**config.mk**
```make
export PLATFORM = sky130hd
export DESIGN_NAME = preemptive_playback_queue_core
export DESIGN_NICKNAME = d
export VERILOG_FILES = /design/src/rtl/ppq_pkg.sv /design/src/rtl/preemptive_playback_queue_core.sv /design/src/rtl/ppq_ctrl.sv /design/src/rtl/ppq_datapath.sv
export SDC_FILE = /design/constraint.sdc
export NUM_CORES = 1
export LEC_CHECK = 0
export BUFFER_PORTS_ARGS = -buffer_cell sky130_fd_sc_hd__buf_2
export CORE_UTILIZATION = 35
export DETAILED_ROUTE_END_ITERATION = 16
export PLACE_DENSITY_LB_ADDON = 0.15
export SLEW_MARGIN = 20
export SYNTH_ARGS = -nofsm -noshare
export SYNTH_HDL_FRONTEND = slang
export SYNTH_SLANG_ARGS = --single-unit
export TNS_END_PERCENT = 10
```
**constraint.sdc**
```tcl
create_clock -name clk -period 10.53 [get_ports clk]
set_clock_uncertainty 0.05 [all_clocks]
set_input_delay 2.106 -clock clk [delete_from_list [all_inputs] [get_ports clk]]
set_output_delay 2.106 -clock clk [all_outputs]
set_load 0.05 [all_outputs]
```
**src/rtl/ppq_pkg.sv**
```systemverilog
// ppq_pkg: shared types, constants and helpers for the playback queue
// used by ppq_ctrl, ppq_datapath and preemptive_playback_queue_core
`timescale 1ns / 1ps

package ppq_pkg;

	// queue geometry
	localparam int QUEUE_DEPTH = 16;
	localparam int CNT_W       = $clog2(QUEUE_DEPTH + 1);
	localparam int IDX_W       = (QUEUE_DEPTH > 1) ? $clog2(QUEUE_DEPTH) : 1;

	// field widths
	localparam int ID_W   = 8;
	localparam int GAIN_W = 9;
	localparam int DROP_W = 5;

	localparam logic [GAIN_W-1:0] UNITY_GAIN = GAIN_W'(256);
	localparam logic [GAIN_W-1:0] DUCK_RESET = GAIN_W'(128);
	localparam logic [DROP_W-1:0] DROP_MAX   = '1;

	// input item kinds
	localparam logic KIND_PLAY    = 1'b0;
	localparam logic KIND_RETRACT = 1'b1;

	typedef struct packed {
		logic            kind;
		logic [ID_W-1:0] track_id;
		logic            interrupting;
	} in_item_t;

	typedef struct packed {
		logic              play_valid;
		logic [ID_W-1:0]   play_id;
		logic              stop_valid;
		logic [ID_W-1:0]   stop_id;
		logic              duck_active;
		logic [GAIN_W-1:0] background_gain;
		logic [DROP_W-1:0] dropped_count;
		logic              overflow;
	} result_t;

	// what an incoming item turns into, given the current state
	typedef enum logic [2:0] {
		CL_PLAY,
		CL_ENQUEUE,
		CL_OVERFLOW,
		CL_RELEASE,
		CL_POP,
		CL_SCAN
	} item_class_t;

	// datapath operations
	typedef enum logic [3:0] {
		OP_NONE,
		OP_PLAY,
		OP_ENQUEUE,
		OP_OVERFLOW,
		OP_RELEASE,
		OP_POP_RD,
		OP_POP_WR,
		OP_SCAN_START,
		OP_SCAN_STEP
	} op_t;

	typedef enum logic [1:0] {
		ST_IDLE,
		ST_POP,
		ST_SCAN
	} state_t;

	typedef struct packed {
		op_t  op;
		logic finish;
	} cmd_t;

	typedef struct packed {
		item_class_t cls;
		logic        count_zero;
		logic        scan_last;
	} status_t;

	// circular index add, base below the depth, offset at most the depth
	function automatic logic [IDX_W-1:0] wrap_add(input logic [IDX_W-1:0] base,
	                                              input logic [CNT_W-1:0] off);
		logic [CNT_W:0] sum;
		sum = (CNT_W + 1)'(base) + (CNT_W + 1)'(off);
		if (sum >= (CNT_W + 1)'(QUEUE_DEPTH))
			sum = sum - (CNT_W + 1)'(QUEUE_DEPTH);
		return sum[IDX_W-1:0];
	endfunction

	// gain clamp to unity
	function automatic logic [GAIN_W-1:0] sat_gain(input logic [GAIN_W-1:0] g);
		return (g > UNITY_GAIN) ? UNITY_GAIN : g;
	endfunction

	// discard count clamp to the field width
	function automatic logic [DROP_W-1:0] sat_drop(input logic [CNT_W-1:0] c);
		logic [CNT_W+DROP_W-1:0] ext;
		ext = (CNT_W + DROP_W)'(c);
		if (ext > (CNT_W + DROP_W)'(DROP_MAX))
			return DROP_MAX;
		return ext[DROP_W-1:0];
	endfunction

endpackage

```
**src/rtl/preemptive_playback_queue_core.sv**
```systemverilog
// preemptive_playback_queue_core: top level, depends on ppq_pkg, ppq_ctrl and ppq_datapath
// play, enqueue, overflow, release and a retract with an empty queue finish straight from idle;
// a retract of the playing clip with clips waiting reads the queue head, then starts it;
// a retract of a queued id walks the wait queue; one item at a time, taken while not busy
// results are strobed on done for one cycle; the receiver cannot stall
// reset (arst_n low, async): nothing playing, queue empty, duck gain 128, queue memory not cleared
`timescale 1ns / 1ps

module preemptive_playback_queue_core
	import ppq_pkg::*;
(
	input  logic              clk,
	input  logic              arst_n,
	input  logic              start,
	output logic              busy,
	input  in_item_t          item,
	output result_t           result,
	output logic              done,
	input  logic              cfg_valid,
	output logic              cfg_ready,
	input  logic [GAIN_W-1:0] cfg_data
);

	cmd_t    cmd;
	status_t status;

	// config beat taken only while idle with no item offered
	assign cfg_ready = !busy && !start;

	ppq_ctrl u_ctrl (
		.clk    (clk),
		.arst_n (arst_n),
		.start  (start),
		.busy   (busy),
		.status (status),
		.cmd    (cmd)
	);

	ppq_datapath u_dp (
		.clk      (clk),
		.arst_n   (arst_n),
		.item     (item),
		.cmd      (cmd),
		.status   (status),
		.cfg_we   (cfg_valid && cfg_ready),
		.cfg_data (cfg_data),
		.result   (result),
		.done     (done)
	);

endmodule

```
**src/rtl/ppq_ctrl.sv**
```systemverilog
// ppq_ctrl: sequencer for the playback queue, one item at a time
// depends on ppq_pkg; drives ppq_datapath through cmd_t / status_t
`timescale 1ns / 1ps

module ppq_ctrl
	import ppq_pkg::*;
(
	input  logic    clk,
	input  logic    arst_n,
	input  logic    start,
	output logic    busy,
	input  status_t status,
	output cmd_t    cmd
);

	state_t state_q, state_d;

	// state register
	always_ff @(posedge clk or negedge arst_n) begin
		if (!arst_n)
			state_q <= ST_IDLE;
		else
			state_q <= state_d;
	end

	// next state and commands
	always_comb begin
		state_d    = state_q;
		cmd.op     = OP_NONE;
		cmd.finish = 1'b0;
		busy       = (state_q != ST_IDLE);
		unique case (state_q)
			ST_IDLE: begin
				if (start) begin
					unique case (status.cls)
						CL_PLAY: begin
							cmd.op     = OP_PLAY;
							cmd.finish = 1'b1;
						end
						CL_ENQUEUE: begin
							cmd.op     = OP_ENQUEUE;
							cmd.finish = 1'b1;
						end
						CL_OVERFLOW: begin
							cmd.op     = OP_OVERFLOW;
							cmd.finish = 1'b1;
						end
						CL_RELEASE: begin
							cmd.op     = OP_RELEASE;
							cmd.finish = 1'b1;
						end
						CL_POP: begin
							cmd.op  = OP_POP_RD;
							state_d = ST_POP;
						end
						CL_SCAN: begin
							cmd.op = OP_SCAN_START;
							if (status.count_zero)
								cmd.finish = 1'b1;
							else
								state_d = ST_SCAN;
						end
						default: begin
							cmd.op = OP_NONE;
						end
					endcase
				end
			end
			ST_POP: begin
				cmd.op     = OP_POP_WR;
				cmd.finish = 1'b1;
				state_d    = ST_IDLE;
			end
			ST_SCAN: begin
				cmd.op = OP_SCAN_STEP;
				if (status.scan_last) begin
					cmd.finish = 1'b1;
					state_d    = ST_IDLE;
				end
			end
			default: begin
				state_d = ST_IDLE;
			end
		endcase
	end

endmodule

```
**src/rtl/ppq_datapath.sv**
```systemverilog
// ppq_datapath: wait queue memory, playback state, gain register, result register
// depends on ppq_pkg; sequenced by ppq_ctrl
`timescale 1ns / 1ps

module ppq_datapath
	import ppq_pkg::*;
(
	input  logic              clk,
	input  logic              arst_n,
	input  in_item_t          item,
	input  cmd_t              cmd,
	output status_t           status,
	input  logic              cfg_we,
	input  logic [GAIN_W-1:0] cfg_data,
	output result_t           result,
	output logic              done
);

	// wait queue storage, circular
	logic [ID_W-1:0]  mem [QUEUE_DEPTH];
	logic [ID_W-1:0]  rd_data_q;
	logic             mem_we;
	logic [IDX_W-1:0] mem_wa;
	logic [ID_W-1:0]  mem_wd;
	logic             mem_re;
	logic [IDX_W-1:0] mem_ra;

	// playback state
	logic [IDX_W-1:0]  head_q, head_d;
	logic [CNT_W-1:0]  count_q, count_d;
	logic [ID_W-1:0]   cur_id_q, cur_id_d;
	logic              cur_valid_q, cur_valid_d;
	logic              ducked_q, ducked_d;
	logic [GAIN_W-1:0] duck_gain_q;

	// scan walk
	logic [ID_W-1:0]  id_q, id_d;
	logic [CNT_W-1:0] rd_ptr_q, rd_ptr_d;
	logic [CNT_W-1:0] wr_ptr_q, wr_ptr_d;

	// result
	result_t res_q, res_d;
	logic    done_q;

	// classify the incoming item
	always_comb begin
		if (item.kind == KIND_PLAY) begin
			if (item.interrupting || (count_q == '0 && !cur_valid_q))
				status.cls = CL_PLAY;
			else if (count_q >= CNT_W'(QUEUE_DEPTH))
				status.cls = CL_OVERFLOW;
			else
				status.cls = CL_ENQUEUE;
		end else begin
			if (cur_valid_q && item.track_id == cur_id_q)
				status.cls = (count_q != '0) ? CL_POP : CL_RELEASE;
			else
				status.cls = CL_SCAN;
		end
		status.count_zero = (count_q == '0);
		status.scan_last  = (rd_ptr_q == count_q);
	end

	// next state per operation
	always_comb begin
		head_d      = head_q;
		count_d     = count_q;
		cur_id_d    = cur_id_q;
		cur_valid_d = cur_valid_q;
		ducked_d    = ducked_q;
		id_d        = id_q;
		rd_ptr_d    = rd_ptr_q;
		wr_ptr_d    = wr_ptr_q;
		mem_we      = 1'b0;
		mem_wa      = wrap_add(head_q, count_q);
		mem_wd      = item.track_id;
		mem_re      = 1'b0;
		mem_ra      = head_q;
		res_d       = '0;
		case (cmd.op)
			OP_PLAY: begin
				if (cur_valid_q) begin
					res_d.stop_valid = 1'b1;
					res_d.stop_id    = cur_id_q;
				end
				res_d.dropped_count = sat_drop(count_q);
				res_d.play_valid    = 1'b1;
				res_d.play_id       = item.track_id;
				count_d             = '0;
				cur_id_d            = item.track_id;
				cur_valid_d         = 1'b1;
				ducked_d            = 1'b1;
			end
			OP_ENQUEUE: begin
				mem_we  = 1'b1;
				count_d = count_q + CNT_W'(1);
			end
			OP_OVERFLOW: begin
				res_d.overflow = 1'b1;
			end
			OP_RELEASE: begin
				cur_valid_d = 1'b0;
				cur_id_d    = '0;
				ducked_d    = 1'b0;
			end
			OP_POP_RD: begin
				mem_re = 1'b1;
			end
			OP_POP_WR: begin
				cur_id_d         = rd_data_q;
				res_d.play_valid = 1'b1;
				res_d.play_id    = rd_data_q;
				head_d           = wrap_add(head_q, CNT_W'(1));
				count_d          = count_q - CNT_W'(1);
			end
			OP_SCAN_START: begin
				id_d     = item.track_id;
				mem_re   = 1'b1;
				rd_ptr_d = CNT_W'(1);
				wr_ptr_d = '0;
			end
			OP_SCAN_STEP: begin
				// keep the entry read last cycle unless it matches
				if (rd_data_q != id_q) begin
					mem_we   = 1'b1;
					mem_wa   = wrap_add(head_q, wr_ptr_q);
					mem_wd   = rd_data_q;
					wr_ptr_d = wr_ptr_q + CNT_W'(1);
				end
				if (rd_ptr_q != count_q) begin
					mem_re   = 1'b1;
					mem_ra   = wrap_add(head_q, rd_ptr_q);
					rd_ptr_d = rd_ptr_q + CNT_W'(1);
				end else begin
					count_d = wr_ptr_d;
				end
			end
			default: begin
				res_d = '0;
			end
		endcase
		res_d.duck_active     = ducked_d;
		res_d.background_gain = ducked_d ? sat_gain(duck_gain_q) : UNITY_GAIN;
	end

	// queue memory, registered read
	always_ff @(posedge clk) begin
		if (mem_we)
			mem[mem_wa] <= mem_wd;
		if (mem_re)
			rd_data_q <= mem[mem_ra];
	end

	// control state
	always_ff @(posedge clk or negedge arst_n) begin
		if (!arst_n) begin
			head_q      <= '0;
			count_q     <= '0;
			cur_id_q    <= '0;
			cur_valid_q <= 1'b0;
			ducked_q    <= 1'b0;
			duck_gain_q <= DUCK_RESET;
			rd_ptr_q    <= '0;
			wr_ptr_q    <= '0;
			done_q      <= 1'b0;
		end else begin
			head_q      <= head_d;
			count_q     <= count_d;
			cur_id_q    <= cur_id_d;
			cur_valid_q <= cur_valid_d;
			ducked_q    <= ducked_d;
			rd_ptr_q    <= rd_ptr_d;
			wr_ptr_q    <= wr_ptr_d;
			done_q      <= cmd.finish;
			if (cfg_we)
				duck_gain_q <= cfg_data;
		end
	end

	// payload registers
	always_ff @(posedge clk) begin
		id_q <= id_d;
		if (cmd.finish)
			res_q <= res_d;
	end

	assign result = res_q;
	assign done   = done_q;

`ifndef SYNTHESIS
	a_count_bound: assert property (@(posedge clk) disable iff (!arst_n)
		count_q <= CNT_W'(QUEUE_DEPTH))
		else $error("queue count above depth");

	a_duck_tracks_play: assert property (@(posedge clk) disable iff (!arst_n)
		done_q |-> (res_q.duck_active == cur_valid_q))
		else $error("ducking flag disagrees with playback state");

	a_play_is_current: assert property (@(posedge clk) disable iff (!arst_n)
		(done_q && res_q.play_valid) |-> (cur_valid_q && res_q.play_id == cur_id_q))
		else $error("started clip is not the current clip");

	a_scan_compacts: assert property (@(posedge clk) disable iff (!arst_n)
		(cmd.op == OP_SCAN_STEP) |=> (count_q <= $past(count_q)))
		else $error("retract scan grew the queue");
`endif

endmodule

```
==> out/results.txt <==
ratio of total power to cell area: 341 nW/um^2
Post-synth EDFFs: 178
Post-CTS Repair Setup Buffers: 0
Fin Setup TNS: 0 ns
number of port buffers: 59
# setup viols final: 0
Die Height: 171 um
FFs w/ async S/R, synth: 18.7%
P&R area growth vs syn: 14.6%
Slowest-stage cell, CP: buf_2
number of detailed-route iterations in the first pass: 6
Max-Slew Margin vs Limit: 26.4%
CTS Hold Bufs: 0
post-synthesis register bit count: 219
top-level I/O count: 60
Ant. Diodes: 0
Synth area leader: edfxtp_1
fmax: 207 MHz
CP Buf/Inv Count: 2
CTS H-tree lvls: 1
reg2reg setup slack: 6.35 ns
post-place setup slack: 5.22 ns
Worst Setup Start Kind: primary input
Rows: 61
total track usage: 17.5%
Pwr Total: 3.90 mW
synth unique cells: 71
fin cells: 1151
Post-Synthesis Cell Area: 9970 sq um
status: finished, final reports clean
Vias/cell: 5.40
CP max stage delay: 0.27 ns
Net Count, Synth: 755
CTS Buffer Depth: 3
Routed Antenna Nets: 0
crit share post-route: 45.9%
register area share after synthesis: 63.9%
reg2reg path depth: 8
Hold WS: 0.455 ns
total grt overflow: 0
hpwl dp: 17300 um
min Tclk post-route: 4.83 ns
Cells after DPL: 1107
RR Endpoint: u_dp.rd_data_q[2]
Post-Route WL: 25300 um
Clock Sinks: 219
CTS tree: yes
die area: 29200 sq um
worst r2r src: u_ctrl.state_q[0]
worst setup margin: 5.70 ns
Layout Nets: 797
vias post-DR: 6212
pin count of the biggest net entering global routing: 68
top post-synthesis cells by area: edfxtp_1 54%, dfrtp_1 10%, and3_1 4.1%
CP endpoint kind: primary output
max-slew violations: 0
Reg clk slew, reported paths: 0.06 ns
CP required: 8.37 ns
post-CTS resize count: 0
placed inst area: 10600 sq um
WS Path Type: primary input to primary output
Max VDD drop: 0.211 mV
initial antenna violation count: 0
Finished Cell Area: 11400 sq um
Worst-Margin Slew: 1.10 ns
CTS Buf Count: 24
share of cells above drive strength 1: 19.8%
static leakage: 4.24 nW
YS warnings: 0
Post-route DRC: 0
post-synth top area share: 53.6%
core footprint: 27900 sq um
vias in the first global route: 6217
prevailing post-synth register cell: edfxtp_1
initial DRC count: 514
Hold Crit Endpoint: u_dp.ducked_q
die span in x: 171 um
clk_lat worst skew: 0.53 ns
Worst EP arrival: 2.68 ns
Hold WC Path Type: register to register
most used cell, CP: buf_2
Starting Density: 35.7%
Max-cap violations: 0
Hold Path Stages: 1
cells after synthesis: 713
global-route wire length before repair: 37800 um
RSZ-0062 raised after global routing: false
count leader, synth: edfxtp_1
Routability Congestion: 0.829
Commonest cells post-synth: 178 x edfxtp_1, 66 x and3_1, 40 x dfrtp_1
hold_sp: u_dp.ducked_q
Avg WL per Cell: 22.0 um
average size of a mapped cell: 14.0 sq um
CP cell instances: buf_2 -> nor2_1 -> buf_2
Filler cells: 2618
CP max FO: 8
Root Buffer: clkbuf_16
Final Core Density: 40.9%
final hold vios: 0
kind of cell adding the most delay to the critical path: buffers and inverters
==> layout make-up <==
| cell class | count | area (sq um) | area share (%) |
|---|---|---|---|
| repair buffers | 64 | 335 | 2.93 |
| inverters | 12 | 45.0 | 0.394 |
| multi-input cells | 434 | 3370 | 29.5 |
| clock inverters | 10 | 164 | 1.43 |
| flip-flops and latches | 219 | 6370 | 55.8 |
| well taps | 378 | 473 | 4.14 |
| clock buffers | 34 | 668 | 5.85 |
==> worst reg2reg max path, stage by stage (launching register included) <==
cell and delay (ns):
dfrtp_1 0.48, nand2b_1 0.69, nor2_1 0.22, a21oi_2 0.20
buf_4 0.41, nand2_4 0.53, a2111oi_0 0.88, nor4_1 0.15
mux2_2 0.31
==> logic make-up after synthesis <==
logic type	share of synthesized area [%]
buffers and inverters	2.75
multiplexers	4.10
XOR/XNOR	3.95
adder cells (fa/ha/maj)	2.69
AND/OR/NAND/NOR	11.0
flip-flops	63.9
AO/OA/AOI/OAI	11.6
==> worst max-delay path by stage <==
stage / startpoint / endpoint / slack [ns] / cells after the start
2_1_floorplan: start / cfg_ready / 5.39 / 2
3_5_place_dp: item[4] / u_dp.mem[13][7] / 5.22 / 8
6_report: start / cfg_ready / 5.70 / 3
3_3_place_gp: item[4] / u_dp.mem[15][2] / 5.27 / 8
4_1_cts: start / cfg_ready / 5.70 / 3
5_1_grt: item[7] / u_dp.mem[13][0] / 5.53 / 8
==> power by group <==
part | total, mW | internal, mW | switching (mW)
combinational | 1.59 | 0.485 | 1.10
clock | 0.872 | 0.541 | 0.331
sequential | 1.44 | 1.28 | 0.156
==> state kept, by name (all words and copies together), names as in the netlist, 5 cells and up <==
signal and cells:
u_dp.count_q 5, u_dp.cur_id_q 8, u_dp.duck_gain_q 9, u_dp.id_q 8
u_dp.mem 128, u_dp.rd_data_q 8, u_dp.rd_ptr_q 5, u_dp.result 34
u_dp.wr_ptr_q 5
==> layout by cell type (no fill, tap or decap), types with 3 or more instances in the layout <==
master,instances
a2111oi_0,28
a211oi_1,35
a21o_1,15
a21oi_1,7
a21oi_2,3
a22o_1,9
and2_1,15
and3_1,66
buf_2,58
buf_4,6
bufinv_16,4
clkbuf_1,7
clkbuf_16,24
clkbuf_8,3
clkinv_2,3
dfrtp_1,40
edfxtp_1,178
fa_1,4
ha_1,15
inv_1,12
mux2_2,26
mux2i_1,8
nand2_1,26
nand2b_1,3
nand3_1,6
nand4_1,6
nor2_1,32
nor3_1,4
nor4_1,17
o21ai_0,7
o22ai_1,5
o2bb2ai_1,3
xnor2_1,24
xor2_1,21
==> per-layer routing <==
metal,share of wire [%],up-vias,global-route usage (%)
li1,-,2851,-
met1,44,3119,23.3
met2,48,196,29.5
met3,5.1,46,2.59
met4,2.4,0,5.01
met5,0,-,0
Note: power is estimated with default switching activity, not from simulation.
